$ cat src/rtl/core/dotted_ipv4_address_parser_assert.svh
// Assertion macros for the dotted IPv4 address parser.
// Uses clk and arst_n from the including module; empty under SYNTHESIS.
`ifndef DOTTED_IPV4_ADDRESS_PARSER_ASSERT_SVH
`define DOTTED_IPV4_ADDRESS_PARSER_ASSERT_SVH
`ifndef SYNTHESIS
`define DIP_ASSERT_SAME(label, ante, cons) \
	label: assert property (@(posedge clk) disable iff (!arst_n) (ante) |-> (cons)) \
		else $error("dipv4 assertion failed");
`define DIP_ASSERT_NEXT(label, ante, cons) \
	label: assert property (@(posedge clk) disable iff (!arst_n) (ante) |=> (cons)) \
		else $error("dipv4 assertion failed");
`else
`define DIP_ASSERT_SAME(label, ante, cons)
`define DIP_ASSERT_NEXT(label, ante, cons)
`endif
`endif

$ cat src/rtl/core/dipv4_pkg.sv
// Types and character constants for the dotted IPv4 address parser.
// No dependencies.
`default_nettype none
package dipv4_pkg;

	typedef enum logic [1:0] {
		BASE_DEC = 2'd0,
		BASE_OCT = 2'd1,
		BASE_HEX = 2'd2
	} base_t;

	typedef enum logic [3:0] {
		PH_START  = 4'b0001,
		PH_ZERO   = 4'b0010,
		PH_PREFIX = 4'b0100,
		PH_DIGITS = 4'b1000
	} phase_t;

	typedef enum logic [2:0] {
		ERR_NONE  = 3'd0,
		ERR_CHAR  = 3'd1,
		ERR_DOTS  = 3'd2,
		ERR_RANGE = 3'd3,
		ERR_EMPTY = 3'd4
	} err_t;

	localparam logic [7:0] CH_DOT   = 8'h2E;
	localparam logic [7:0] CH_ZERO  = 8'h30;
	localparam logic [7:0] CH_NINE  = 8'h39;
	localparam logic [7:0] CH_LO_A  = 8'h61;
	localparam logic [7:0] CH_LO_F  = 8'h66;
	localparam logic [7:0] CH_UP_A  = 8'h41;
	localparam logic [7:0] CH_UP_F  = 8'h46;
	localparam logic [7:0] CH_LO_X  = 8'h78;
	localparam logic [7:0] CH_UP_X  = 8'h58;
	localparam logic [3:0] HEX_LETTER_OFS = 4'd9;
	localparam logic [3:0] OCT_MAX  = 4'd7;

endpackage
`default_nettype wire

$ cat src/rtl/core/dipv4_char_if.sv
// Character channel: valid/ready handshake carrying one string character per beat.
// No dependencies.
`default_nettype none
interface dipv4_char_if;
	logic       valid;
	logic       ready;
	logic [7:0] ch;
	logic       last;

	modport source (output valid, output ch, output last, input ready);
	modport sink (input valid, input ch, input last, output ready);
endinterface
`default_nettype wire

$ cat src/rtl/core/dipv4_result_if.sv
// Result channel: valid/ready handshake carrying one parsed address per beat.
// No dependencies.
`default_nettype none
interface dipv4_result_if;
	logic        valid;
	logic        ready;
	logic [31:0] address;
	logic [2:0]  error_code;

	modport source (output valid, output address, output error_code, input ready);
	modport sink (input valid, input address, input error_code, output ready);
endinterface
`default_nettype wire

$ cat src/rtl/core/dotted_ipv4_address_parser.sv
// Streaming dotted IPv4 address parser (a, a.b, a.b.c, a.b.c.d; dec/oct/hex parts).
// Depends on dipv4_pkg, dipv4_char_if, dipv4_result_if and the assertion header.
//
//   channel   dir   beat contents
//   chars     in    ch[7:0], last
//   results   out   address[31:0], error_code[2:0]
//
// Stages: input register, one step of digit/dot logic, result register.
// One character per cycle unless a stalled result holds back a last character.
// As a character leaves the input register, parse state and any result are registered.
// Reset clears the parse state and both valid flags.
// A stalled result only holds back a character flagged last; others keep flowing.
`default_nettype none
`include "dotted_ipv4_address_parser_assert.svh"
module dotted_ipv4_address_parser (
	input  wire            clk,
	input  wire            arst_n,
	dipv4_char_if.sink     chars,
	dipv4_result_if.source results
);
	import dipv4_pkg::*;

	logic        valid_s1;
	logic [7:0]  ch_s1;
	logic        last_s1;
	logic        adv;

	logic [31:0]      part_value_q;
	logic             part_ovf_q;
	base_t            base_q;
	phase_t           phase_q;
	logic [1:0]       dot_count_q;
	logic [2:0][7:0]  lead_q;
	err_t             err_q;

	logic [31:0]      n_value;
	logic             n_ovf;
	base_t            n_base;
	phase_t           n_phase;
	logic [1:0]       n_dot;
	logic [2:0][7:0]  n_lead;
	err_t             n_err;

	logic        out_valid_q;
	logic [31:0] out_address_q;
	err_t        out_err_q;

	logic [31:0] res_address;
	err_t        res_err;

	base_t       eff_base;
	logic        is_dec;
	logic        is_hex_letter;
	logic        dig_ok;
	logic [3:0]  dig_val;
	logic [35:0] prod;
	logic [35:0] sum;

	assign adv = valid_s1 && (!last_s1 || !out_valid_q || results.ready);
	assign chars.ready = !valid_s1 || adv;

	always_ff @(posedge clk or negedge arst_n) begin
		if (!arst_n) begin
			valid_s1 <= 1'b0;
		end else if (chars.ready) begin
			valid_s1 <= chars.valid;
		end
	end

	always_ff @(posedge clk) begin
		if (chars.valid && chars.ready) begin
			ch_s1   <= chars.ch;
			last_s1 <= chars.last;
		end
	end

	// digit decode and accumulate
	always_comb begin
		eff_base = (phase_q == PH_START) ? BASE_DEC : base_q;
		is_dec = (ch_s1 >= CH_ZERO) && (ch_s1 <= CH_NINE);
		is_hex_letter = ((ch_s1 >= CH_LO_A) && (ch_s1 <= CH_LO_F)) ||
			((ch_s1 >= CH_UP_A) && (ch_s1 <= CH_UP_F));
		dig_val = is_dec ? ch_s1[3:0] : ch_s1[3:0] + HEX_LETTER_OFS;
		case (eff_base)
			BASE_HEX: dig_ok = is_dec || is_hex_letter;
			BASE_OCT: dig_ok = is_dec && (ch_s1[3:0] <= OCT_MAX);
			default:  dig_ok = is_dec;
		endcase
		case (eff_base)
			BASE_HEX: prod = {part_value_q, 4'b0000};
			BASE_OCT: prod = {1'b0, part_value_q, 3'b000};
			default:  prod = {1'b0, part_value_q, 3'b000} + {3'b000, part_value_q, 1'b0};
		endcase
		sum = prod + {32'd0, dig_val};
	end

	// next parse state and result
	always_comb begin
		n_value = part_value_q;
		n_ovf   = part_ovf_q;
		n_base  = base_q;
		n_phase = phase_q;
		n_dot   = dot_count_q;
		n_lead  = lead_q;
		n_err   = err_q;
		res_err = err_q;
		res_address = 32'd0;

		if (err_q == ERR_NONE) begin
			if (ch_s1 == CH_DOT) begin
				if (phase_q == PH_START) begin
					n_err = ERR_EMPTY;
				end else if (dot_count_q == 2'd3) begin
					n_err = ERR_DOTS;
				end else if (part_ovf_q || (part_value_q[31:8] != 24'd0)) begin
					n_err = ERR_RANGE;
				end else begin
					case (dot_count_q)
						2'd0:    n_lead[0] = part_value_q[7:0];
						2'd1:    n_lead[1] = part_value_q[7:0];
						default: n_lead[2] = part_value_q[7:0];
					endcase
					n_dot   = dot_count_q + 2'd1;
					n_value = 32'd0;
					n_ovf   = 1'b0;
					n_base  = BASE_DEC;
					n_phase = PH_START;
				end
			end else if ((phase_q == PH_START) && (ch_s1 == CH_ZERO)) begin
				n_phase = PH_ZERO;
				n_base  = BASE_OCT;
				n_value = 32'd0;
			end else if ((phase_q == PH_ZERO) && ((ch_s1 == CH_LO_X) || (ch_s1 == CH_UP_X))) begin
				n_phase = PH_PREFIX;
				n_base  = BASE_HEX;
			end else if (!dig_ok) begin
				n_err  = ERR_CHAR;
				n_base = eff_base;
			end else begin
				n_base  = eff_base;
				n_value = sum[31:0];
				n_ovf   = part_ovf_q || (sum[35:32] != 4'd0);
				n_phase = PH_DIGITS;
			end
		end

		if (last_s1) begin
			res_err = n_err;
			if (n_err == ERR_NONE) begin
				if (n_phase == PH_START) begin
					res_err = ERR_EMPTY;
				end else begin
					case (n_dot)
						2'd0: if (n_ovf) res_err = ERR_RANGE;
						2'd1: if (n_ovf || (n_value[31:24] != 8'd0)) res_err = ERR_RANGE;
						2'd2: if (n_ovf || (n_value[31:16] != 16'd0)) res_err = ERR_RANGE;
						default: if (n_ovf || (n_value[31:8] != 24'd0)) res_err = ERR_RANGE;
					endcase
				end
			end
			if (res_err == ERR_NONE) begin
				res_address[7:0]   = (n_dot > 2'd0) ? n_lead[0] : n_value[31:24];
				res_address[15:8]  = (n_dot > 2'd1) ? n_lead[1] : n_value[23:16];
				res_address[23:16] = (n_dot > 2'd2) ? n_lead[2] : n_value[15:8];
				res_address[31:24] = n_value[7:0];
			end
			n_value = 32'd0;
			n_ovf   = 1'b0;
			n_base  = BASE_DEC;
			n_phase = PH_START;
			n_dot   = 2'd0;
			n_lead  = '0;
			n_err   = ERR_NONE;
		end
	end

	always_ff @(posedge clk or negedge arst_n) begin
		if (!arst_n) begin
			part_value_q <= 32'd0;
			part_ovf_q   <= 1'b0;
			base_q       <= BASE_DEC;
			phase_q      <= PH_START;
			dot_count_q  <= 2'd0;
			lead_q       <= '0;
			err_q        <= ERR_NONE;
		end else if (adv) begin
			part_value_q <= n_value;
			part_ovf_q   <= n_ovf;
			base_q       <= n_base;
			phase_q      <= n_phase;
			dot_count_q  <= n_dot;
			lead_q       <= n_lead;
			err_q        <= n_err;
		end
	end

	always_ff @(posedge clk or negedge arst_n) begin
		if (!arst_n) begin
			out_valid_q <= 1'b0;
		end else if (adv && last_s1) begin
			out_valid_q <= 1'b1;
		end else if (results.ready) begin
			out_valid_q <= 1'b0;
		end
	end

	always_ff @(posedge clk) begin
		if (adv && last_s1) begin
			out_address_q <= res_address;
			out_err_q     <= res_err;
		end
	end

	assign results.valid      = out_valid_q;
	assign results.address    = out_address_q;
	assign results.error_code = out_err_q;

	`DIP_ASSERT_SAME(a_err_zero_addr, out_valid_q && (out_err_q != ERR_NONE), out_address_q == 32'd0)
	`DIP_ASSERT_NEXT(a_last_gives_result, adv && last_s1, out_valid_q)
	`DIP_ASSERT_NEXT(a_last_clears_state, adv && last_s1,
		(dot_count_q == 2'd0) && (err_q == ERR_NONE) && (phase_q == PH_START))
	`DIP_ASSERT_NEXT(a_error_sticks, adv && !last_s1 && (err_q != ERR_NONE), $stable(err_q))
	`DIP_ASSERT_SAME(a_no_drop, out_valid_q && !results.ready && valid_s1 && last_s1, !adv)

endmodule
`default_nettype wire

$ cat src/flat_wrapper.sv
// flat-port wrapper written by rule: the top's interface ports become plain ports
module dotted_ipv4_address_parser_flat import dipv4_pkg::*;
  (clk, arst_n, chars_valid, chars_ch, chars_last, chars_ready, results_valid, results_address, results_error_code, results_ready);
  dipv4_char_if chars_i ();
  dipv4_result_if results_i ();
  input  wire clk;
  input  wire arst_n;
  input wire logic [$bits(chars_i.valid)-1:0] chars_valid;
  input wire logic [$bits(chars_i.ch)-1:0] chars_ch;
  input wire logic [$bits(chars_i.last)-1:0] chars_last;
  output wire logic [$bits(chars_i.ready)-1:0] chars_ready;
  output wire logic [$bits(results_i.valid)-1:0] results_valid;
  output wire logic [$bits(results_i.address)-1:0] results_address;
  output wire logic [$bits(results_i.error_code)-1:0] results_error_code;
  input wire logic [$bits(results_i.ready)-1:0] results_ready;
  assign chars_i.valid = chars_valid;
  assign chars_i.ch = chars_ch;
  assign chars_i.last = chars_last;
  assign chars_ready = chars_i.ready;
  assign results_valid = results_i.valid;
  assign results_address = results_i.address;
  assign results_error_code = results_i.error_code;
  assign results_i.ready = results_ready;
  dotted_ipv4_address_parser u_core (.clk(clk), .arst_n(arst_n), .chars(chars_i), .results(results_i));
endmodule
$ cat config.mk
export PLATFORM = sky130hd
export DESIGN_NAME = dotted_ipv4_address_parser_flat
export DESIGN_NICKNAME = d
export VERILOG_FILES = /design/src/rtl/core/dipv4_pkg.sv /design/src/rtl/core/dipv4_char_if.sv /design/src/rtl/core/dipv4_result_if.sv /design/src/rtl/core/dotted_ipv4_address_parser.sv /design/src/flat_wrapper.sv
export VERILOG_INCLUDE_DIRS = /design/src /design/src/rtl/core
export SDC_FILE = /design/constraint.sdc
export NUM_CORES = 1
export LEC_CHECK = 0
export ABC_AREA = 1
export BUFFER_PORTS_ARGS = -buffer_cell sky130_fd_sc_hd__buf_4
export CORE_MARGIN = 4
export CORE_UTILIZATION = 40
export DETAILED_ROUTE_END_ITERATION = 10
export PLACE_DENSITY = 0.59
export SYNTH_ARGS = -nofsm -noshare
export SYNTH_HDL_FRONTEND = slang
export SYNTH_SLANG_ARGS = --single-unit
$ cat constraint.sdc
create_clock -name clk -period 8.54 [get_ports clk]
set_clock_uncertainty 0.1 [all_clocks]
set_input_delay 0.854 -clock clk [delete_from_list [all_inputs] [get_ports clk]]
set_output_delay 0.854 -clock clk [all_outputs]
set_load 0.02 [all_outputs]
# Word level (Yosys, flattened, before mapping)
# Cells that the tools add are included.
# totals
register_bits	114
latch_bits	0
ramBits	0
romBits	0
in_bits	13
word_cells	160
memories	0
# op_classes
n_addsub	4
mul	0
n_div	0
order_cmp	10
n_eq_ne	16
shifts	0
mux	77
bitwise	0
reduce_logical	38
# op_table
op	count
$mux 32	9
$mux 24	6
$pmux 36 s2	1
$mux 3	17
$mux 8	6
$reduce_bool 24->1	2
$mux 4	10
$add 35x33->36	1
$add 36x4->36	1
$mux 2	15
$eq 8x6->1 const B	2
$eq 8x7->1 const B	2
$ge 8x7->1 const B	2
$le 8x7->1 const B	2
$reduce_bool 16->1	1
$logic_or 1x1->1	11
$mux 1	11
$logic_and 1x1->1	9
$logic_not 3->1	3
$ne 3x2->1 const B	3
$pmux 3 s3	1
$eq 4x1->1 const B	2
$ge 8x6->1 const B	1
$le 8x6->1 const B	1
other kinds (17)	26

# Longest topological paths before layout
# depth
ltp_word	20
ltp_mapped	40

# Worst setup path after synthesis
# Ideal clock, no wire load.
# synth_path
path_kind	register to register
startpoint	register u_core.phase_q[0]
endpoint	register u_core.out_address_q[31] (netlist: u_core.results.address[31]) (data pin)
setup_ns	0.263
t_arrival_ns	4.492
t_required_ns	8.177
slack_ns	3.685
path_stages_with_launch	37
path_cell_list	dfstp_2 inv_1 nor3_4 nor2_1 ha_1 buf_6 buf_2 buf_2 buf_1 nand2_1 inv_1 ha_1 fa_1 nand2_1 nand2_1 nand3_1 nor2_2 nand3_1 nor2_2 nand2_2 nor2_4 nand2_1 nor2_2 nand3_1 nand2_1 nand2_1 nand2_1 nand3_1 nand2_1 nor2_1 nand3_1 nand2_1 nand2_1 nand2_2 nand2_4 buf_12 nor2_4
# synth_via
elab_chain_len	20
# synth_rtl
item	line	source
start: declaration	dotted_ipv4_address_parser.sv:31	phase_t phase_q;
start signal: assignment	dotted_ipv4_address_parser.sv:190	phase_q <= n_phase;
branches (longest 20 deep; another with $add 36x4->36)	-	
end signal: assignment	dotted_ipv4_address_parser.sv:209	out_address_q <= res_address;
end: declaration	dotted_ipv4_address_parser.sv:45	logic [31:0] out_address_q;
# Several ways; the timed one is not identified. The select of a mux whose other input is x is not followed.
# A chain may end at the register's enable or synchronous reset.

# Worst setup path in the final report
# layout_path
startpoint	register u_core.phase_q[0]
endpoint	register u_core.out_address_q[8] (netlist: u_core.results.address[8]) (data pin)
# The elaborated chain is that of the path after synthesis.

==> results.cfg <==
[status]
status = finished clean

[setup_path]
cp-start-kind = flip-flop
crit_required_ps = 8580
crit_fanout = 43
cp.buffers_inverters = 3
critPathTopFamily = simple AND/OR/NAND/NOR gates
arrival_ps = 6270
cp.depth = 32
r2r_cells = 32
slowest_delay_ps = 660
crit_type = flip-flop to flip-flop
cp-end-kind = flip-flop
cp_common_cell = nand2_1
rrSetupSlack_ps = 2320
slowest_stage = nand2_4

[grt]
grt_pass1_vias = 10000
antenna_found_initial = 0
grt_max_degree = 71
grt_pass1_wl_um = 53500
grt_use_total_pct = 23.3
overflow = 0

[synth]
ys_ff_latch = 114
synth_nets = 1654
synth_ff_type = dfrtp_1
yosysTopAreaCell = nand2_1
yosysUniqueCellTypes = 51
synth_cells = 1596
synth_area_per_cell_um2 = 6.52
synth_top_area_share_pct = 17.8
netlist_top_cells_area = nand2_1 18%, dfrtp_1 17%, edfxtp_1 13%
synth_edf_count = 44
synthesis.area_um2 = 10400
ys.warnings.count = 0
postSynth.asyncResetShare_pct = 61.4
ys_seq_area_share_pct = 29.5

[floorplanning]
io_pins = 50
fp-row-count = 58
die_w_um = 169
die_y_um = 169
coreArea_um2 = 25400
die_area_um2 = 28700
start_util_pct = 41.0

[placed_design]
place_ws_ps = 2420
placedCellCount = 1937
dp_hpwl_um = 25600
globalplace.congestion = 0.961
dpl-instance-area_um2 = 11000
io_buffers = 49

[drt]
via_per_inst = 5.31
drc_errors = 0
routed_wl_um = 33100
drt_iter0_drc = 972
vias = 10500
dr.pass1.iters = 8
avgRoutedWirePerCell_um = 16.8
ant_nets = 0

[cts]
clkLatencyLatePin_ps = 430
htreeDepth = 4
post_cts_buffers = 0
cts_tree = done
ctsRootBufferMaster = clkbuf_16
cts_buffer_depth = 2
cts_resized = 0
clock-sinks = 114
clk_pin_slew_ps = 60
cts_hold_buf = 0
cts_buffers = 17

[sta]
rsz0062_at_grt = no
fmax_mhz = 161
fin_setup_tns_ps = 0
period_share_pct = 72.9
finalHoldViolCount = 0
worst_slack_ps = 2320
slew-limit-headroom_pct = 31.7
maxSlewViolCount = 0
setup_viol_count_final = 0
period_minus_slack_ps = 6220
worst_pin_slew_ps = 1020

[final_layout]
antennaDiodeCount = 0
final_area_um2 = 11600
layout.cells.non_filler = 1969
syn_to_final_growth_pct = 11.1
drive_gt1_share_pct = 10.7
final_nets = 1684

[power]
ir_worst_vdd_mv = 0.146
power.density_nw_per_um2 = 140
leakagePower_nw = 5.63

[worst_hold_path]
hp-class = flip-flop to flip-flop
holdPathStages = 2

[job]
cap_violations = 0
-- per-layer routing --
metal | track usage, % | vias up | part of all wire (%) | routed length, um
met5 | 0 | - | 0 | 0
met4 | 7.56 | 0 | 3.3 | 1080
met3 | 3.73 | 64 | 5.3 | 1740
met2 | 39.0 | 339 | 47 | 15500
met1 | 31.1 | 4816 | 45 | 14800
li1 | - | 5240 | - | -
-- flip-flops by register name, summed over array words and instances (netlist names), 2 cells and up --
register / cells
u_core.base_q: 2
u_core.ch_s1: 8
u_core.dot_count_q: 2
u_core.err_q: 3
u_core.lead_q: 24
u_core.part_value_q: 32
u_core.phase_q: 4
u_core.results.address: 32
u_core.results.error_code: 3
-- logic make-up (layout without fill, tap and decap cells) --
logic type | Yosys count | after routing | synth area share (%)
buffers and inverters | 321 | 364 | 12.3
XOR/XNOR | 6 | 6 | 0.505
AND/OR/NAND/NOR | 865 | 865 | 38.2
AO/OA/AOI/OAI | 245 | 245 | 14.0
adder cells (fa/ha/maj) | 45 | 45 | 5.55
flip-flops | 114 | 114 | 29.5
-- power breakdown --
part	internal, W	switching, W
combinational	0.0000747	0.000224
sequential	0.000591	0.0000206
clock	0.000427	0.000277
total	0.00109	0.000521
-- final cells by class --
type / instances / area, um^2
Inverter: 278 / 1050
Fill cell: 2668 / 13800
Sequential cell: 114 / 3070
Timing Repair Buffer: 54 / 405
Multi-Input combinational cell: 1161 / 6060
Clock buffer: 18 / 429
Tap cell: 330 / 413
Clock inverter: 14 / 141
-- metrics by stage --
step | utilization [%] | hold slack [ps] | total power (W)
3_3_place_gp | 43.3 | 427 | 0.000918
5_1_grt | 45.5 | 453 | 0.00167
6_report | 45.5 | 442 | 0.00161
4_1_cts | 45.5 | 443 | 0.00162
3_5_place_dp | 43.3 | 435 | 0.000918
2_1_floorplan | - | 405 | 0.000831
-- Yosys cell counts (2+ instances only) --
cell type,n
buf_12,3
nor3_1,16
nor2_4,36
a31oi_1,3
buf_1,5
clkbuf_1,26
o21ai_0,98
o22ai_1,55
nand3_1,116
nand2_1,495
a22oi_1,5
nand2_2,14
a21boi_0,2
dfrtp_1,69
o221ai_1,22
nand3_2,8
fa_1,2
nor2_2,9
a21oi_2,3
buf_6,2
clkinv_1,2
nand4_1,25
buf_2,7
or2_2,3
nand3b_1,5
inv_2,7
edfxtp_1,44
nand2_4,3
o21ai_1,5
ha_1,43
a32oi_1,4
o21bai_1,3
nor2_1,124
a21oi_1,40
xor2_1,6
and2_1,4
inv_1,268
-- worst paths after layout --
kind / from / endpoint
max in group asynchronous: arst_n / u_core.part_value_q[27]$_DFFE_PN0P_
setup / recovery: u_core.phase_q[0]$_DFFE_PN1P_ / u_core.results.address[8]$_SDFFCE_PN0P_
setup reg to reg: u_core.phase_q[0]$_DFFE_PN1P_ / u_core.results.address[8]$_SDFFCE_PN0P_
min in group asynchronous: arst_n / u_core.lead_q[16]$_DFFE_PN0P_
hold reg to reg: u_core.lead_q[4]$_DFFE_PN0P_ / u_core.lead_q[4]$_DFFE_PN0P_
hold / removal: u_core.lead_q[4]$_DFFE_PN0P_ / u_core.lead_q[4]$_DFFE_PN0P_
-- layout by cell type, fill, tap and decap left out, types with 6 or more instances in the layout --
cell type,count
a21oi_1,40
buf_4,54
clkbuf_16,17
dfrtp_1,69
edfxtp_1,44
ha_1,43
inv_1,267
inv_2,7
nand2_1,495
nand2_2,14
nand3_1,116
nand3_2,8
nand4_1,25
nor2_1,124
nor2_2,9
nor2_4,36
nor3_1,16
o21ai_0,98
o221ai_1,22
o22ai_1,55
xor2_1,6
-- tightest hold or removal path, cell delays in order (launching register included) --
cell and delay [ps]:
dfrtp_1 360, inv_1 60, o22ai_1 80
(Power assumes the default switching activity.)
